File: src/hdl/asched_pkg.sv
`timescale 1ns / 1ps

package asched_pkg;

  // Slots per queue; the first queue owns slots 0..QueueDepth-1, the second the rest.
  localparam int QueueDepth = 4;
  localparam int NumSlots   = 2 * QueueDepth;
  localparam int SlotIdxW   = $clog2(NumSlots);
  localparam int QIdxW      = (QueueDepth > 1) ? $clog2(QueueDepth) : 1;
  localparam int CntW       = $clog2(QueueDepth + 1);

  // Command queue between front and back
  localparam int CmdFifoDepth = 2;
  localparam int CmdPtrW      = (CmdFifoDepth > 1) ? $clog2(CmdFifoDepth) : 1;
  localparam int CmdCntW      = $clog2(CmdFifoDepth + 1);

  localparam logic StartFirstReset = 1'b1;

  localparam logic [7:0] PrioLimit   = 8'd140;
  localparam logic [7:0] PrioHigh    = 8'd100;
  localparam logic [4:0] ScaleHigh   = 5'd20;
  localparam logic [4:0] ScaleLow    = 5'd5;

  typedef enum logic {
    OP_INSERT = 1'b0,
    OP_RUN    = 1'b1
  } op_e;

  typedef enum logic [1:0] {
    ST_OK      = 2'd0,
    ST_FULL    = 2'd1,
    ST_EMPTY   = 2'd2,
    ST_DROPPED = 2'd3
  } status_e;

  typedef struct packed {
    logic [7:0]  id;
    logic [7:0]  prio;
    logic [15:0] burst;
  } slot_t;

  localparam int SlotW = $bits(slot_t);

  typedef struct packed {
    op_e   op;
    logic  target;
    slot_t proc;
  } cmd_t;

  typedef struct packed {
    status_e     status;
    logic [7:0]  ran_id;
    logic [7:0]  ran_priority;
    logic [11:0] quantum;
    logic [15:0] burst_left;
    logic        finished;
    logic        serving_first_now;
  } res_t;

endpackage

File: src/hdl/active_expired_priority_scheduler.sv
`timescale 1ns / 1ps

// Two-queue priority scheduler. Each transfer on the input channel is an
// insert or a run step; a run step scans the served queue one slot per
// cycle through the slot RAM's single read port, then computes the quantum
// and writes back. A two-entry command queue lets the next items be taken
// while one is being executed, and the result register holds a finished
// result until the output transfer, so either side can stall independently.
// The config write loads the queue to serve next; issue it only while idle.
module active_expired_priority_scheduler
  import asched_pkg::*;
(
  input  logic        clk_i,
  input  logic        rst_ni,
  input  logic        cfg_valid_i,
  output logic        cfg_ready_o,
  input  logic        cfg_data_i,
  input  logic        in_valid_i,
  output logic        in_ready_o,
  input  logic        opcode_i,
  input  logic        target_queue_i,
  input  logic [7:0]  proc_id_i,
  input  logic [7:0]  proc_priority_i,
  input  logic [15:0] proc_burst_i,
  output logic        out_valid_o,
  input  logic        out_ready_i,
  output logic [1:0]  status_o,
  output logic [7:0]  ran_id_o,
  output logic [7:0]  ran_priority_o,
  output logic [11:0] quantum_o,
  output logic [15:0] burst_left_o,
  output logic        finished_o,
  output logic        serving_first_now_o
);

  logic cmd_valid;
  cmd_t cmd;
  logic cmd_pop;
  res_t res;

  assign cfg_ready_o = 1'b1;

  asched_front u_front (
    .clk_i           (clk_i),
    .rst_ni          (rst_ni),
    .in_valid_i      (in_valid_i),
    .in_ready_o      (in_ready_o),
    .opcode_i        (opcode_i),
    .target_queue_i  (target_queue_i),
    .proc_id_i       (proc_id_i),
    .proc_priority_i (proc_priority_i),
    .proc_burst_i    (proc_burst_i),
    .cmd_valid_o     (cmd_valid),
    .cmd_o           (cmd),
    .cmd_pop_i       (cmd_pop)
  );

  asched_back u_back (
    .clk_i       (clk_i),
    .rst_ni      (rst_ni),
    .cmd_valid_i (cmd_valid),
    .cmd_i       (cmd),
    .cmd_pop_o   (cmd_pop),
    .cfg_we_i    (cfg_valid_i),
    .cfg_first_i (cfg_data_i),
    .out_valid_o (out_valid_o),
    .out_ready_i (out_ready_i),
    .res_o       (res)
  );

  assign status_o            = res.status;
  assign ran_id_o            = res.ran_id;
  assign ran_priority_o      = res.ran_priority;
  assign quantum_o           = res.quantum;
  assign burst_left_o        = res.burst_left;
  assign finished_o          = res.finished;
  assign serving_first_now_o = res.serving_first_now;

endmodule

File: src/hdl/asched_ram.sv
`timescale 1ns / 1ps

module asched_ram #(
  parameter int Width = 32,
  parameter int Depth = 8
) (
  input  logic                     clk_i,
  input  logic                     we_i,
  input  logic [$clog2(Depth)-1:0] waddr_i,
  input  logic [Width-1:0]         wdata_i,
  input  logic [$clog2(Depth)-1:0] raddr_i,
  output logic [Width-1:0]         rdata_o
);

  logic [Width-1:0] mem_q [Depth];
  logic [Width-1:0] rdata_q;

  always_ff @(posedge clk_i) begin
    if (we_i) begin
      mem_q[waddr_i] <= wdata_i;
    end
    rdata_q <= mem_q[raddr_i];
  end

  assign rdata_o = rdata_q;

endmodule

File: src/hdl/asched_front.sv
`timescale 1ns / 1ps

module asched_front
  import asched_pkg::*;
(
  input  logic        clk_i,
  input  logic        rst_ni,
  input  logic        in_valid_i,
  output logic        in_ready_o,
  input  logic        opcode_i,
  input  logic        target_queue_i,
  input  logic [7:0]  proc_id_i,
  input  logic [7:0]  proc_priority_i,
  input  logic [15:0] proc_burst_i,
  output logic        cmd_valid_o,
  output cmd_t        cmd_o,
  input  logic        cmd_pop_i
);

  cmd_t               fifo_q [CmdFifoDepth];
  logic [CmdPtrW-1:0] wr_ptr_q, wr_ptr_d;
  logic [CmdPtrW-1:0] rd_ptr_q, rd_ptr_d;
  logic [CmdCntW-1:0] count_q, count_d;
  logic               push;
  logic               pop;
  cmd_t               cmd_in;

  function automatic logic [CmdPtrW-1:0] ptr_next(input logic [CmdPtrW-1:0] ptr);
    ptr_next = (ptr == CmdPtrW'(CmdFifoDepth - 1)) ? '0 : ptr + CmdPtrW'(1);
  endfunction

  always_comb begin
    cmd_in.op         = opcode_i ? OP_RUN : OP_INSERT;
    cmd_in.target     = target_queue_i;
    cmd_in.proc.id    = proc_id_i;
    cmd_in.proc.prio  = proc_priority_i;
    cmd_in.proc.burst = proc_burst_i;
  end

  assign in_ready_o  = (count_q != CmdCntW'(CmdFifoDepth));
  assign cmd_valid_o = (count_q != '0);
  assign cmd_o       = fifo_q[rd_ptr_q];

  assign push = in_valid_i && in_ready_o;
  assign pop  = cmd_pop_i && cmd_valid_o;

  always_comb begin
    wr_ptr_d = push ? ptr_next(wr_ptr_q) : wr_ptr_q;
    rd_ptr_d = pop ? ptr_next(rd_ptr_q) : rd_ptr_q;
    count_d  = count_q;
    if (push && !pop) begin
      count_d = count_q + CmdCntW'(1);
    end else if (pop && !push) begin
      count_d = count_q - CmdCntW'(1);
    end
  end

  always_ff @(posedge clk_i or negedge rst_ni) begin
    if (!rst_ni) begin
      wr_ptr_q <= '0;
      rd_ptr_q <= '0;
      count_q  <= '0;
    end else begin
      wr_ptr_q <= wr_ptr_d;
      rd_ptr_q <= rd_ptr_d;
      count_q  <= count_d;
    end
  end

  always_ff @(posedge clk_i) begin
    if (push) begin
      fifo_q[wr_ptr_q] <= cmd_in;
    end
  end

endmodule

File: src/hdl/asched_back.sv
`timescale 1ns / 1ps

module asched_back
  import asched_pkg::*;
(
  input  logic clk_i,
  input  logic rst_ni,
  input  logic cmd_valid_i,
  input  cmd_t cmd_i,
  output logic cmd_pop_o,
  input  logic cfg_we_i,
  input  logic cfg_first_i,
  output logic out_valid_o,
  input  logic out_ready_i,
  output res_t res_o
);

  typedef enum logic [3:0] {
    S_IDLE   = 4'b0001,
    S_SCAN   = 4'b0010,
    S_CALC   = 4'b0100,
    S_COMMIT = 4'b1000
  } state_e;

  state_e                state_q, state_d;
  logic [NumSlots-1:0]   valid_q, valid_d;
  logic                  serving_first_q, serving_first_d;
  cmd_t                  cmd_q, cmd_d;
  logic [CntW-1:0]       scan_cnt_q, scan_cnt_d;
  logic                  chk_vld_q, chk_vld_d;
  logic [SlotIdxW-1:0]   chk_slot_q, chk_slot_d;
  logic                  found_q, found_d;
  logic [SlotIdxW-1:0]   best_slot_q, best_slot_d;
  slot_t                 best_q, best_d;
  logic [11:0]           quantum_q, quantum_d;
  logic                  out_valid_q, out_valid_d;
  res_t                  res_q, res_d;

  logic                  ram_we;
  logic [SlotIdxW-1:0]   ram_waddr;
  slot_t                 ram_wdata;
  logic [SlotIdxW-1:0]   ram_raddr;
  logic [SlotW-1:0]      ram_rdata;
  slot_t                 rd_slot;

  logic                  srv_q;
  logic                  out_free;
  logic [7:0]            prio_gap;
  logic [15:0]           remain;
  logic                  free_found;
  logic [SlotIdxW-1:0]   free_slot;
  logic                  put_q;
  logic                  srv_empty;

  function automatic logic [SlotIdxW-1:0] slot_of(input logic q, input logic [QIdxW-1:0] off);
    slot_of = SlotIdxW'(off) + (q ? SlotIdxW'(QueueDepth) : '0);
  endfunction

  assign srv_q    = ~serving_first_q;
  assign out_free = !out_valid_q || out_ready_i;
  assign rd_slot  = slot_t'(ram_rdata);
  assign prio_gap = PrioLimit - best_q.prio;
  assign remain   = best_q.burst - 16'(quantum_q);
  assign ram_raddr = slot_of(srv_q, scan_cnt_q[QIdxW-1:0]);

  // queue that receives a write on commit: insert target or the requeue side
  assign put_q = (cmd_q.op == OP_RUN) ? ~srv_q : cmd_q.target;

  // lowest free slot of the receiving queue
  always_comb begin
    free_found = 1'b0;
    free_slot  = '0;
    for (int i = 0; i < QueueDepth; i++) begin
      if (!free_found && !valid_q[slot_of(put_q, QIdxW'(i))]) begin
        free_found = 1'b1;
        free_slot  = slot_of(put_q, QIdxW'(i));
      end
    end
  end

  always_comb begin
    state_d         = state_q;
    valid_d         = valid_q;
    serving_first_d = serving_first_q;
    cmd_d           = cmd_q;
    scan_cnt_d      = scan_cnt_q;
    chk_vld_d       = 1'b0;
    chk_slot_d      = chk_slot_q;
    found_d         = found_q;
    best_slot_d     = best_slot_q;
    best_d          = best_q;
    quantum_d       = quantum_q;
    out_valid_d     = out_valid_q && !out_ready_i;
    res_d           = res_q;
    cmd_pop_o       = 1'b0;
    ram_we          = 1'b0;
    ram_waddr       = free_slot;
    ram_wdata       = cmd_q.proc;
    srv_empty       = 1'b1;

    case (state_q)
      S_IDLE: begin
        if (cfg_we_i) begin
          serving_first_d = cfg_first_i;
        end
        if (cmd_valid_i) begin
          cmd_pop_o  = 1'b1;
          cmd_d      = cmd_i;
          found_d    = 1'b0;
          scan_cnt_d = '0;
          state_d    = (cmd_i.op == OP_RUN) ? S_SCAN : S_COMMIT;
        end
      end

      S_SCAN: begin
        // read data arrives in the cycle after its address is issued
        if (chk_vld_q && valid_q[chk_slot_q] && (!found_q || rd_slot.prio < best_q.prio)) begin
          found_d     = 1'b1;
          best_slot_d = chk_slot_q;
          best_d      = rd_slot;
        end
        if (scan_cnt_q < CntW'(QueueDepth)) begin
          chk_vld_d  = 1'b1;
          chk_slot_d = ram_raddr;
          scan_cnt_d = scan_cnt_q + CntW'(1);
        end else begin
          state_d = S_CALC;
        end
      end

      S_CALC: begin
        if (best_q.prio >= PrioLimit) begin
          quantum_d = '0;
        end else if (best_q.prio < PrioHigh) begin
          quantum_d = 12'(prio_gap) * 12'(ScaleHigh);
        end else begin
          quantum_d = 12'(prio_gap) * 12'(ScaleLow);
        end
        state_d = S_COMMIT;
      end

      S_COMMIT: begin
        if (out_free) begin
          res_d.status       = ST_OK;
          res_d.ran_id       = '0;
          res_d.ran_priority = '0;
          res_d.quantum      = '0;
          res_d.burst_left   = '0;
          res_d.finished     = 1'b0;
          if (cmd_q.op == OP_INSERT) begin
            if (free_found) begin
              ram_we              = 1'b1;
              valid_d[free_slot]  = 1'b1;
            end else begin
              res_d.status = ST_FULL;
            end
          end else begin
            if (!found_q) begin
              res_d.status = ST_EMPTY;
            end else begin
              valid_d[best_slot_q] = 1'b0;
              res_d.ran_id         = best_q.id;
              res_d.ran_priority   = best_q.prio;
              res_d.quantum        = quantum_q;
              if (best_q.burst > 16'(quantum_q)) begin
                res_d.burst_left = remain;
                ram_wdata.id     = best_q.id;
                ram_wdata.prio   = best_q.prio;
                ram_wdata.burst  = remain;
                if (free_found) begin
                  ram_we             = 1'b1;
                  valid_d[free_slot] = 1'b1;
                end else begin
                  res_d.status = ST_DROPPED;
                end
              end else begin
                res_d.finished = 1'b1;
              end
            end
            // served queue drained: switch sides
            for (int i = 0; i < QueueDepth; i++) begin
              if (valid_d[slot_of(srv_q, QIdxW'(i))]) begin
                srv_empty = 1'b0;
              end
            end
            if (srv_empty) begin
              serving_first_d = ~serving_first_q;
            end
          end
          res_d.serving_first_now = serving_first_d;
          out_valid_d             = 1'b1;
          state_d                 = S_IDLE;
        end
      end

      default: begin
        state_d = S_IDLE;
      end
    endcase
  end

  always_ff @(posedge clk_i or negedge rst_ni) begin
    if (!rst_ni) begin
      state_q         <= S_IDLE;
      valid_q         <= '0;
      serving_first_q <= StartFirstReset;
      out_valid_q     <= 1'b0;
      scan_cnt_q      <= '0;
      chk_vld_q       <= 1'b0;
      found_q         <= 1'b0;
    end else begin
      state_q         <= state_d;
      valid_q         <= valid_d;
      serving_first_q <= serving_first_d;
      out_valid_q     <= out_valid_d;
      scan_cnt_q      <= scan_cnt_d;
      chk_vld_q       <= chk_vld_d;
      found_q         <= found_d;
    end
  end

  always_ff @(posedge clk_i) begin
    cmd_q       <= cmd_d;
    chk_slot_q  <= chk_slot_d;
    best_slot_q <= best_slot_d;
    best_q      <= best_d;
    quantum_q   <= quantum_d;
    res_q       <= res_d;
  end

  asched_ram #(
    .Width (SlotW),
    .Depth (NumSlots)
  ) u_slot_ram (
    .clk_i   (clk_i),
    .we_i    (ram_we),
    .waddr_i (ram_waddr),
    .wdata_i (SlotW'(ram_wdata)),
    .raddr_i (ram_raddr),
    .rdata_o (ram_rdata)
  );

  assign out_valid_o = out_valid_q;
  assign res_o       = res_q;

endmodule
File: config.mk
export PLATFORM = sky130hd
export DESIGN_NAME = active_expired_priority_scheduler
export DESIGN_NICKNAME = d
export VERILOG_FILES = /design/src/hdl/asched_pkg.sv /design/src/hdl/active_expired_priority_scheduler.sv /design/src/hdl/asched_ram.sv /design/src/hdl/asched_front.sv /design/src/hdl/asched_back.sv
export SDC_FILE = /design/constraint.sdc
export NUM_CORES = 1
export LEC_CHECK = 0
export ABC_CLOCK_PERIOD_IN_PS = 6410
export BUFFER_PORTS_ARGS = -buffer_cell sky130_fd_sc_hd__buf_2
export CAP_MARGIN = 20
export CORE_MARGIN = 2
export CORE_UTILIZATION = 50
export DETAILED_ROUTE_END_ITERATION = 8
export PLACE_DENSITY = 0.69
export SLEW_MARGIN = 10
export SYNTH_ARGS = -nofsm -noshare
export SYNTH_HDL_FRONTEND = slang
export SYNTH_SLANG_ARGS = --single-unit
File: constraint.sdc
create_clock -name clk_i -period 6.41 [get_ports clk_i]
set_input_delay 0.9615 -clock clk_i [delete_from_list [all_inputs] [get_ports clk_i]]
set_output_delay 0.9615 -clock clk_i [all_outputs]
set_load 0.005 [all_outputs]
# Word level (Yosys, flattened, before mapping)
# Memory sizes are Yosys's and may differ from the RTL's. A register that Yosys moved wholly into a read port is not among the register bits.
# Cells that the tools add are included.
# Widths: inputs -> output; s select.
word_totals:
  n_memories: 2
  out_inout_bits: 51
  mem_bits_ro: 0
  latchBits: 0
  elab_cells: 222
  ram_bits: 324
  reg_bits: 155
  input_bits: 40
op_classes:
  magnitude_cmp: 18
  bitwise: 6
  div: 0
  n_mux: 97
  eq_ne: 11
  n_addsub: 14
  n_mul: 2
  shift: 0
  reduce_logical: 42
mem_list:
  columns: ["name", "depth", "word_bits", "read_ports", "rd_ports_with_merged_regs", "write_ports", "line_no", "text"]
  rows:
  - ["u_back.u_slot_ram.mem_q", 8, 32, 1, 1, 1, "asched_ram.sv:15", "logic [Width-1:0] mem_q [Depth];"]
  - ["u_front.fifo_q", 2, 34, 1, 0, 1, "asched_front.sv:20", "cmd_t fifo_q [CmdFifoDepth];"]
ops:
  columns: ["cell", "n"]
  rows:
  - ["$mux 32", 5]
  - ["$mux 8", 8]
  - ["$mux 1", 50]
  - ["$lt 3x4->1 const B", 11]
  - ["$bmux 1 s3", 9]
  - ["$mux 3", 8]
  - ["$reduce_and 3->1", 6]
  - ["$gt 16x12->1", 1]
  - ["$mux 4", 4]
  - ["$or 8x8->8", 2]
  - ["$pmux 4 s4", 1]
  - ["$sub 16x12->16", 1]
  - ["$add 2x3->3 const A", 4]
  - ["$logic_and 1x1->1", 12]
  - ["$mux 2", 6]
  - ["$mul 8x3->11 const B", 1]
  - ["$mux 11", 1]
  - ["$logic_not 1->1", 10]
  - ["$mul 8x3->10 const B", 1]
  - ["$reduce_and 2->1", 5]
  - ["$reduce_bool 2->1", 5]
  - ["$and 8x8->8", 1]
  - ["$ge 8x8->1 const B", 1]
  - ["$lt 8x7->1 const B", 1]
  - ["23 further kinds", 36]

# Depth between registers and ports, before layout
# Gate-level depths: netlist of run 1.
logic_depth:
  ltp_word: 38
  mapped_depth: 14

# By module
# From an unflattened synthesis of run 1, not the netlist that was laid out.
unflattened:
  cells_unflattened: 1113
  hier_area_um2: 20716.1
by_module_without_submodules:
  columns: ["mod", "cells_per_inst", "instances", "area_each_um2", "seq_area_each_um2"]
  rows:
  - ["asched_ram", 415, 1, 10466.3, 8328.0]
  - ["asched_back", 572, 1, 7439.6, 4441.8]
  - ["asched_front", 124, 1, 2798.9, 2142.1]
  - ["active_expired_priority_scheduler", 2, 1, 11.3, 0.0]

# Worst setup path before layout of run 1
# Ideal clock, no wire load.
synth_path:
  kind: "input port to flip-flop"
  start: "input out_ready_i"
  end: "memory u_back.u_slot_ram.mem_q[5][0] (enable)"
  n_path_buf: 1
  stages: 5
  required_ns: 5.907
  arrival_time_ns: 5.391
  path_slack_ns: 0.516
  setup_ns: 0.503
  path_cell_list: "nand2b_1 -> nor2b_1 -> buf_2 -> nand2_1 -> nor4_1"
synth_between:
  elab_chain_len: 5
synth_rtl:
  columns: ["element", "line_no", "text"]
  rows:
  - ["from (decl)", "active_expired_priority_scheduler.sv:26", "input logic out_ready_i,"]
  - ["$logic_or 1x1->1", "asched_back.sv:60", "assign out_free = !out_valid_q || out_ready_i;"]
  - ["$mux 1", "asched_back.sv:143", "if (out_free) begin"]
  - ["$mux 1", "asched_back.sv:101", "case (state_q)"]
  - ["$mux 1", "asched_ram.sv:19", "if (we_i) begin"]
  - ["$mux 1 (not written as such)", "asched_ram.sv:20", "mem_q[waddr_i] <= wdata_i;"]
  - ["to (decl)", "asched_ram.sv:15", null]
# Every way passes these cells.

==> results.md, run 1 <==
* Diodes inserted at 0
* Crit path from: u_back.quantum_q[0]
* Gp weighted congestion at 0.823
* Clk network pwr share at 0.315
* Tmin final at 3900 ps
* Ports at just over 90
* Total gr overflow at 0
* Setup repair bufs after CTS at 0
* Int Power at 0.00683 W
* Post-synth top flop: edfxtp_1
* Port bufs at 89
* Max_slew headroom at 0.291
* Net Sw Frac at 0.261
* Max-slew violations at 0
* Clk_lat worst skew at 590 ps
* # H-tree levels at 2
* Worst Path Max Fanout at 19
* Total negative slack at 0 ps
* Antenna Nets Post-Route at 0
* Synth area leader: edfxtp_1
* Leakage power at 8.10 nW
* Fillers at ~3000
* CTS tree: done
* Final #Nets at 1351
* WP data required at around 6700 ps
* Crit path arrival time at 4210 ps
* RSZ-0062 raised after global routing: false
* Mapped cell area at approximately 20000 um^2
* Via count at 10154
* WL per Instance at 21.6 um
* Syn Inst Count at 1152
* Synth warnings at 0
* DRT Pass-1 Iters at 5
* Die area at 42000 um^2
* Max-cap violations at 0
* Sink Count at 511
* Sw Pwr at 0.00241 W
* Final period util at 0.608
* CP delay by family, top: compound AO/OA/AOI/OAI gates
* Drt total wl at ~40000 um
* Most used cell, CP: a21oi_1
* Number of synthesized flops with an enable pin at roughly 460
* Clk_skew at 22.9 ps
* Top cells by area, synth: edfxtp_1 (68%), mux4_2 (7.4%), dfxtp_1 (3.2%)
* Min-delay worst type: in2async
* Worst Path Class, Setup: reg2reg
* Residual DRC count at 0
* Layout cells sized above 1 at 0.258
* Multi-input gate area in the final layout at 5040 um^2
* Yosys reg bits at 511
* Die Ht at 205 um
* Yosys top cell area share at 0.678
* Status: finished, final reports clean
* Row count at 73
* Hold_buf cts at 0
* Final setup viols at 0
* Sequential share of the synthesized area at 0.739
* CTS root buffer: clkbuf_16
* Buf+Inv Stages, Crit Path at 1
* CP cell instances: ha_1 > fa_1 > nand2b_1 > a21oi_1 > o41a_1 > a31oi_4 > nor2_4 > buf_4 > nor2_1 > a21oi_1
* Total power per unit cell area at 402 nW/um^2
* Combinational power share at 0.174
* Area growth syn-to-layout at 14.1%
* First-pass GRT wire length at 60200 um
* Initial DRC Count at 870
* Reg2reg start: u_back.quantum_q[0]
* Async set-reset flop share out of synthesis at 0.0450
* Initial antenna violation count at 1
* Worst vdd rail ir drop at 0.261 mV
* Syn Area/Cell at 17.5 um^2
* Total Routing Usage GR at 0.195
* Vias in the first global route at 10076
* CP max stage delay at 760 ps
* Startpoint types: register
* Initial Util at 0.507
* Seq pwr share at 0.511
* Post-DP HPWL at 24400 um
* Max Buffers Root-to-Sink at 3
* Fin util at 0.578
* Slew of the pin with the lowest slew margin at around 1100 ps
* Pin count of the biggest net entering global routing at 46
* TritonCTS Buffers at 51
* Fmax at 256 MHz
* Core box area at 39800 um^2
* Syn_nets at ~1200
* Hold Fails Final Rpt at 0
* Slowest cell on the critical path: nor2_4
* Die width at 205 um
* Worst-path clk slew at 60 ps
* Storage cell area at roughly 15000 um^2
* # resized after CTS at 0
* Worst Setup End Kind: register
* Via-to-Cell Ratio at 5.51
* Yosys cell types at 62
## cell families (layout without fill, tap and decap cells)
kind of cell | Yosys count | in the layout | share of synthesized area
buf+inv | 72 | 237 | 0.0150
other cells | 1 | 1 | 0.000186
xor+xnor | 31 | 31 | 0.0135
compound gates | 102 | 102 | 0.0316
simple gates | 264 | 264 | 0.0613
mux | 136 | 136 | 0.117
flops | 511 | 511 | 0.739
fa+ha+maj | 35 | 35 | 0.0224
## flip-flops by register name, indices dropped and copies added, names as in the netlist, 8 cells and up
register	count
u_back.best_q	32
u_back.cmd_q	34
u_back.quantum_q	12
u_back.res_o	48
u_back.u_slot_ram.mem_q	256
u_back.u_slot_ram.rdata_o	32
u_back.valid_q	8
u_front.fifo_q	68
## synth_stat cells, types with 8 or more instances
cell,number
a21oi_1,30
and2_1,19
and3_1,12
buf_1,8
clkbuf_1,23
dfrtp_1,21
dfxtp_1,32
edfxtp_1,456
ha_1,33
inv_1,32
mux2_2,37
mux2_4,26
mux4_2,66
nand2_1,122
nor2_1,54
nor3_1,14
o21ai_0,31
xnor2_1,21
xor2_1,10
## layout make-up
cell class                      instances  area share
Clock buffer                           74      0.0641
Inverter                               32     0.00522
Clock inverter                         20     0.00831
Timing Repair Buffer                  111      0.0271
Multi-Input combinational cell        569       0.219
Tap cell                              525      0.0285
Sequential cell                       511       0.648
## metrics by stage
step	power (W)	hold WS, ps	instances	cell area, um^2	setup WS (ps)
finish	0.00925	368	1842	23000	2510
global route	0.00966	396	1842	23000	2220
CTS	0.00933	355	1841	23000	2450
detailed placement	0.00641	389	1747	21300	2480
global placement	0.00636	388	1746	21300	2200
floorplan	0.00584	386	1152	20200	516
## power by group through the flow
stage | logic [W] | clock network [W] | registers [W]
2_1_floorplan | 0.00125 | 0 | 0.00459
3_3_place_gp | 0.00158 | 0 | 0.00479
3_5_place_dp | 0.00161 | 0 | 0.00480
4_1_cts | 0.00162 | 0.00298 | 0.00473
5_1_grt | 0.00177 | 0.00311 | 0.00478
6_report | 0.00161 | 0.00291 | 0.00472
## layer usage
layer / vias up / part of all wire / track usage
met2: 316 / 0.46 / 0.298
met1: 5099 / 0.46 / 0.289
met5: - / 0 / 0
li1: 4681 / - / -
met3: 58 / 0.061 / 0.0323
met4: 0 / 0.021 / 0.0629
## worst register-to-register path, delay by kind of cell (launching register included)
| family | cells | cell delay (ps) |
|---|---|---|
| buffers and inverters | 1 | 470 |
| AOI/OAI and AO/OA | 4 | 1110 |
| and+or+nand+nor | 3 | 1020 |
| DFF | 1 | 390 |
| adders and majority gates | 2 | 640 |
## cell usage in the layout (no fill, tap or decap), types with 11 or more instances in the layout
| master | count |
|---|---|
| edfxtp_1 | 456 |
| nand2_1 | 122 |
| buf_2 | 89 |
| mux4_2 | 66 |
| clkbuf_16 | 53 |
| nor2_1 | 50 |
| mux2_2 | 37 |
| ha_1 | 33 |
| dfxtp_1 | 32 |
| inv_1 | 31 |
| o21ai_0 | 31 |
| a21oi_1 | 30 |
| mux2_4 | 26 |
| xnor2_1 | 21 |
| buf_4 | 21 |
| and2_1 | 19 |
| dfrtp_1 | 19 |
| clkbuf_1 | 14 |
| and3_1 | 11 |
## final timing paths
| kind | endpoint | slack, ps | cells past startpoint |
|---|---|---|---|
| hold reg to reg | u_back.best_q[26] | 400 | 0 |
| setup reg to reg | u_back.u_slot_ram.mem_q[3][13] | 2510 | 10 |
| setup / recovery | u_back.u_slot_ram.mem_q[3][13] | 2510 | 10 |
| min in group clk_i | u_back.best_q[26] | 400 | 0 |
| max in group asynchronous | u_back.scan_cnt_q[0] | 5620 | 1 |
| hold / removal | u_front.wr_ptr_q | 370 | 1 |
Power figures use the tool's default switching activity.
==> inputs of run 2 (changes only) <==
ABC_CLOCK_PERIOD_IN_PS = 3200   (was 6410)
PLACE_DENSITY = 0.72   (was 0.69)
clock period = 3.2 ns   (was 6.41 ns; I/O delays follow)
==> run 2 against run 1 <==
Power is 100% higher. Die area stayed put. Sequential power increased by 99%. Critical path type unchanged. Largest cell class unchanged.
==> results.md, run 2 (synthesized netlist as in run 1, its figures left out) <==
* Most frequent cells in the layout: edfxtp_1 (456), nand2_1 (121), buf_2 (89)
* CP max stage delay at 450 ps
* Fmax at 328 MHz
* Post-DP HPWL at about 25000 um
* CTS tree: done
* Worst vdd rail ir drop at just under 0.5 mV
* Hold Fails Final Rpt at 0
* Layout cells sized above 1 at 0.278
* Worst-path clk slew at 60 ps
* Finished Layout Cells at about 1900
* Final setup viols at 0
* Total Routing Usage GR at 0.197
* Core box area at approximately 40000 um^2
* Post-DP Area at 21700 um^2
* Ports at 91
* Most flops, register: u_back.u_slot_ram.mem_q
* CP cell instances: ha_2 > fa_2 > nand2b_4 > a21oi_2 > o41a_1 > a31oi_4 > buf_4 > nor2_4 > buf_12 > mux2_2
* Max_slew headroom at 0.317
* Tmin final at 3050 ps
* Worst Path Max Fanout at 30
* WP data required at 3510 ps
* # H-tree levels at 2
* Initial antenna violation count at 2
* Clk_skew at 27.7 ps
* Diodes inserted at 0
* Crit path arrival time at 3370 ps
* Max Buffers Root-to-Sink at 3
* Drt total wl at 40000 um
* Max FFs per register at between 200 and 300
* Residual DRC count at 0
* Die width at 205 um
* Commonest non-fill, non-tap cell in the layout: edfxtp_1
* Pwr Total at 0.0186 W
* Startpoint types: register
* Leakage power at about 8.3 nW
* Status: finished, final reports clean
* Row count at 73
* Die Ht at 205 um
* First-pass GRT wire length at 61500 um
* Initial Util at 0.507
* Inst Count DP at approximately 1800
* Max-cap violations at 0
* Worst Path Class, Setup: reg2reg
* Max Used Layer: met4
* CTS root buffer: clkbuf_16
* Final #Nets at 1371
* Pin count of the biggest net entering global routing at 43
* WL met1 at 17700 um
* Slew of the pin with the lowest slew margin at 1020 ps
* Clk_lat worst skew at ~600 ps
* Final Instance Area at 23400 um^2
* Die area at 42000 um^2
* Initial DRC Count at 884
* TritonCTS Buffers at 49
* Via-to-Cell Ratio at 5.55
* Total power per unit cell area at approximately 800 nW/um^2
* Total gr overflow at 0
* Worst Setup End Kind: register
* Final period util at 0.954
* DRT Pass-1 Iters at 5
* Min-delay worst type: in2reg
* Max-slew violations at 0
* Buf+Inv Stages, Crit Path at 2
* Gp weighted congestion at 0.852
* Antenna Nets Post-Route at 0
* Slowest cell on the critical path: mux2_2
* Routed length on met3 at ~2700 um
* Area growth syn-to-layout at 15.9%
* Port bufs at 89
* WL per Instance at 21.5 um
* DR WL met2 at around 19000 um
* CP delay by family, top: adder cells
* Vias in the first global route at 10498
* Flop2flop setup slack at between 100 and 150 ps
* Sink Count at just over 500
* Via count at 10320
==> run 2: changes by cell type in the layout (fill, tap and decap cells not counted), moves of 5 or more <==
cell      previous run  this run
buf_4               21        32
buf_12               1        11
clkbuf_1            14         8
clkbuf_8             7         2
clkinv_2             6        11
==> run 2: power by group <==
| part | total [W] | switching, W | internal, W | leakage, nW |
|---|---|---|---|---|
| sequential | 0.00937 | 0.000538 | 0.00883 | 4.71 |
| combinational | 0.00341 | 0.00193 | 0.00147 | 2.75 |
| clock | 0.00587 | 0.00242 | 0.00345 | 0.805 |
==> run 2: worst paths after layout <==
kind	startpoint	end	cells after the start
setup reg to reg	u_back.quantum_q[0]	u_back.u_slot_ram.mem_q[7][2]	10
hold reg to reg	u_back.u_slot_ram.rdata_o[30]	u_back.best_q[30]	0
hold / removal	proc_burst_i[15]	u_front.fifo_q[1][15]	1
max in group asynchronous	rst_ni	u_back.scan_cnt_q[0]	2
setup / recovery	u_back.quantum_q[0]	u_back.u_slot_ram.mem_q[7][2]	10
min in group asynchronous	rst_ni	u_front.wr_ptr_q	2
==> run 2: per-layer routing <==
metal / up-vias / GRT usage
met5: - / 0
met4: 0 / 0.0583
met3: 57 / 0.0332
met2: 355 / 0.311
met1: 5190 / 0.284
li1: 4718 / -
==> run 2: per-stage QoR <==
stage	util	TNS (ps)	worst slack (ps)	hold slack, ps
3_5_place_dp	0.545	0	128	389
4_1_cts	0.587	0	97.7	56.1
3_3_place_gp	0.545	0	177	386
6_report	0.587	0	147	90.5
5_1_grt	0.587	-34.4	-24.6	60.7
2_1_floorplan	-	-14560	-385	184
==> run 2: cell type report <==
type	instances	area, um^2
Clock buffer	59	1280
Tap cell	525	657
Timing Repair Buffer	133	916
Clock inverter	32	373
Inverter	32	120
Fill cell	2982	16400
Sequential cell	511	14900
Multi-Input combinational cell	569	5130
==> run 2: worst register-to-register path, stage by stage (launching register included) <==
cell	delay, ps
edfxtp_1	400
ha_2	210
fa_2	350
nand2b_4	160
a21oi_2	140
o41a_1	210
a31oi_4	140
buf_4	180
nor2_4	200
buf_12	280
mux2_2	530
==> run 2: repair_timing <==
| item | in CTS | in global routing |
|---|---|---|
| hold buffers | 1 | 0 |
| buffers inserted | 0 | 3 |
| hold endpoints to repair | 21 | 0 |
| resized for setup | 0 | 4 |
| endpoints found under the setup margin | 0 | 20 |
==> inputs of run 3 (changes only) <==
CORE_UTILIZATION = 40   (was 50)
PLACE_DENSITY = 0.6   (was 0.72)
==> run 3 against run 2 <==
Sequential power barely moved. Power rose by 0.51%. Final area rose by 0.84%. Global-route usage fell by 3.3 points. Hold slack got worse by 15 ps. Worst setup slack improved by 30 ps. Flip-flop and latch count did not move. First-iteration DRC count rose by 4.5%.
==> results.md, run 3 (synthesized netlist as in run 1, its figures left out) <==
* Status: finished, final reports clean
* Reg2reg start: u_back.best_q[20]
* Row count at 82
* Drt total wl at 42100 um
* Combinational power share at 0.183
* Total Routing Usage GR at 0.164
* Crit path arrival time at 3340 ps
* DRT Pass-1 Iters at 5
* Buf+Inv Stages, Crit Path at 1
* Tmin final at between 3000 and 4000 ps
* Net Sw Frac at 0.266
* Startpoint types: register
* Worst vdd rail ir drop at 0.335 mV
* Final period util at 0.945
* CTS root buffer: clkbuf_16
* Most flops, register: u_back.u_slot_ram.mem_q
* Total power per unit cell area at 794 nW/um^2
* Clk network pwr share at 0.316
* Pin count of the biggest net entering global routing at 45
* Max_slew headroom at 0.394
* Clk_lat worst skew at between 500 and 600 ps
* CP max stage delay at 530 ps
* Via-to-Cell Ratio at 5.09
* Min-delay worst type: in2reg
* Initial DRC Count at 924
* Worst Setup End Kind: register
* Worst-path clk slew at around 60 ps
* TritonCTS Buffers at 52
* Inst Count DP at 1910
* Worst Path Max Fanout at 6
* Die Ht at 229 um
* WP data required at roughly 3500 ps
* Final setup viols at 0
* Max Buffers Root-to-Sink at 3
* CTS tree: done
* Max FFs per register at between 200 and 300
* Hold Path Cell Cnt at 1
* Final #Nets at 1373
* Finished Layout Cells at between 2000 and 2500
* Most used cell, CP: ha_1
* Post-DP HPWL at 26400 um
* Vias in the first global route at around 11000
* Via count at 10265
* Area growth syn-to-layout at 16.9%
* Max-slew violations at 0
* WL per Instance at 20.9 um
* RSZ-0062 raised after global routing: false
* Initial antenna violation count at 1
* Int Power at 0.0138 W
* Crit path from: u_back.best_q[20]
* Post-DP Area at between 20000 and 25000 um^2
* Antenna Nets Post-Route at 0
* Fmax at 331 MHz
* Min-delay src: proc_burst_i[5]
* Sink Count at 511
* Seq pwr share at 0.501
* Ports at 91
* Commonest non-fill, non-tap cell in the layout: edfxtp_1
* Max-cap violations at 0
* Most frequent cells in the layout: edfxtp_1 (456), nand2_1 (121), buf_2 (89)
* Die area at 52300 um^2
* Slowest cell on the critical path: edfxtp_1
* Worst Path Class, Setup: reg2reg
* Cell count along the critical path at 10
* Leakage power at 8.29 nW
* Hold Fails Final Rpt at 0
* Clk_skew at 13.4 ps
* Port bufs at 89
* Die width at 229 um
* CP delay by family, top: adder cells
* Pwr Total at about 0.019 W
* Total gr overflow at 0
* Core box area at 50000 um^2
* Sw Pwr at 0.00498 W
* Gp weighted congestion at 0.828
* Layout cells sized above 1 at 0.277
* First-pass GRT wire length at around 65000 um
* Residual DRC count at 0
* Final Instance Area at ~24000 um^2
* Slew of the pin with the lowest slew margin at 884 ps
* CP cell instances: nor3_1 > o21ai_0 > xnor2_1 > ha_1 > ha_1 > inv_1 > o21bai_1 > a21oi_1 > xor2_1 > o31ai_1
* # H-tree levels at 2
* Reg2Reg Depth at 10
* Initial Util at 0.404
-- run 3: what timing repair did --
item,in CTS,in global routing
buffers inserted,0,5
setup endpoints to repair,0,12
endpoints found under the hold margin,21,0
resized for setup,0,3
hold buffers,1,0
-- run 3: worst reg2reg max path: stages (launching register included) --
cell and delay, ps:
edfxtp_1 530, nor3_1 310, o21ai_0 290, xnor2_1 370, ha_1 300, ha_1 350, inv_1 70, o21bai_1 70
a21oi_1 170, xor2_1 210, o31ai_1 100
-- run 3: path summary, 6_finish.rpt --
| kind | end | slack, ps |
|---|---|---|
| setup / recovery | u_back.quantum_q[9] | 180 |
| hold / removal | u_front.fifo_q[1][5] | 80 |
| setup reg to reg | u_back.quantum_q[9] | 180 |
| hold reg to reg | u_back.best_q[1] | 410 |
| max in group asynchronous | u_back.scan_cnt_q[0] | 2360 |
| min in group asynchronous | u_front.wr_ptr_q | 420 |
-- run 3: cell type report --
class | count | area (um^2)
fillers | 4278 | 26400
flip-flops and latches | 511 | 14900
multi-input cells | 569 | 5120
clock buffers | 68 | 1420
repair buffers | 132 | 908
well taps | 672 | 841
clock inverters | 30 | 254
inverters | 32 | 120
diodes | 1 | 2.50
-- run 3: power by group through the flow --
stage          registers (W)  logic [W]  clock network [W]
6_report             0.00939    0.00342            0.00593
5_1_grt              0.00949    0.00381            0.00633
4_1_cts              0.00940    0.00349            0.00607
3_5_place_dp         0.00954    0.00347                  0
3_3_place_gp         0.00951    0.00341                  0
2_1_floorplan        0.00919    0.00256                  0
-- run 3: per-layer routing --
metal,routed length [um],global-route usage
met5,0,0
met2,19600,0.259
met4,1070,0.0564
met1,19500,0.235
met3,1910,0.0235
-- run 3: per-stage QoR --
| step | util | setup WS, ps | setup TNS (ps) | hold WS, ps |
|---|---|---|---|---|
| after floorplan | - | -385 | -14560 | 184 |
| after global placement | 0.437 | 104 | 0 | 388 |
| after detailed placement | 0.437 | 103 | 0 | 389 |
| after CTS | 0.471 | 100 | 0 | 32.8 |
| after global routing | 0.472 | 19.6 | 0 | 56.1 |
| final | 0.472 | 177 | 0 | 75.3 |
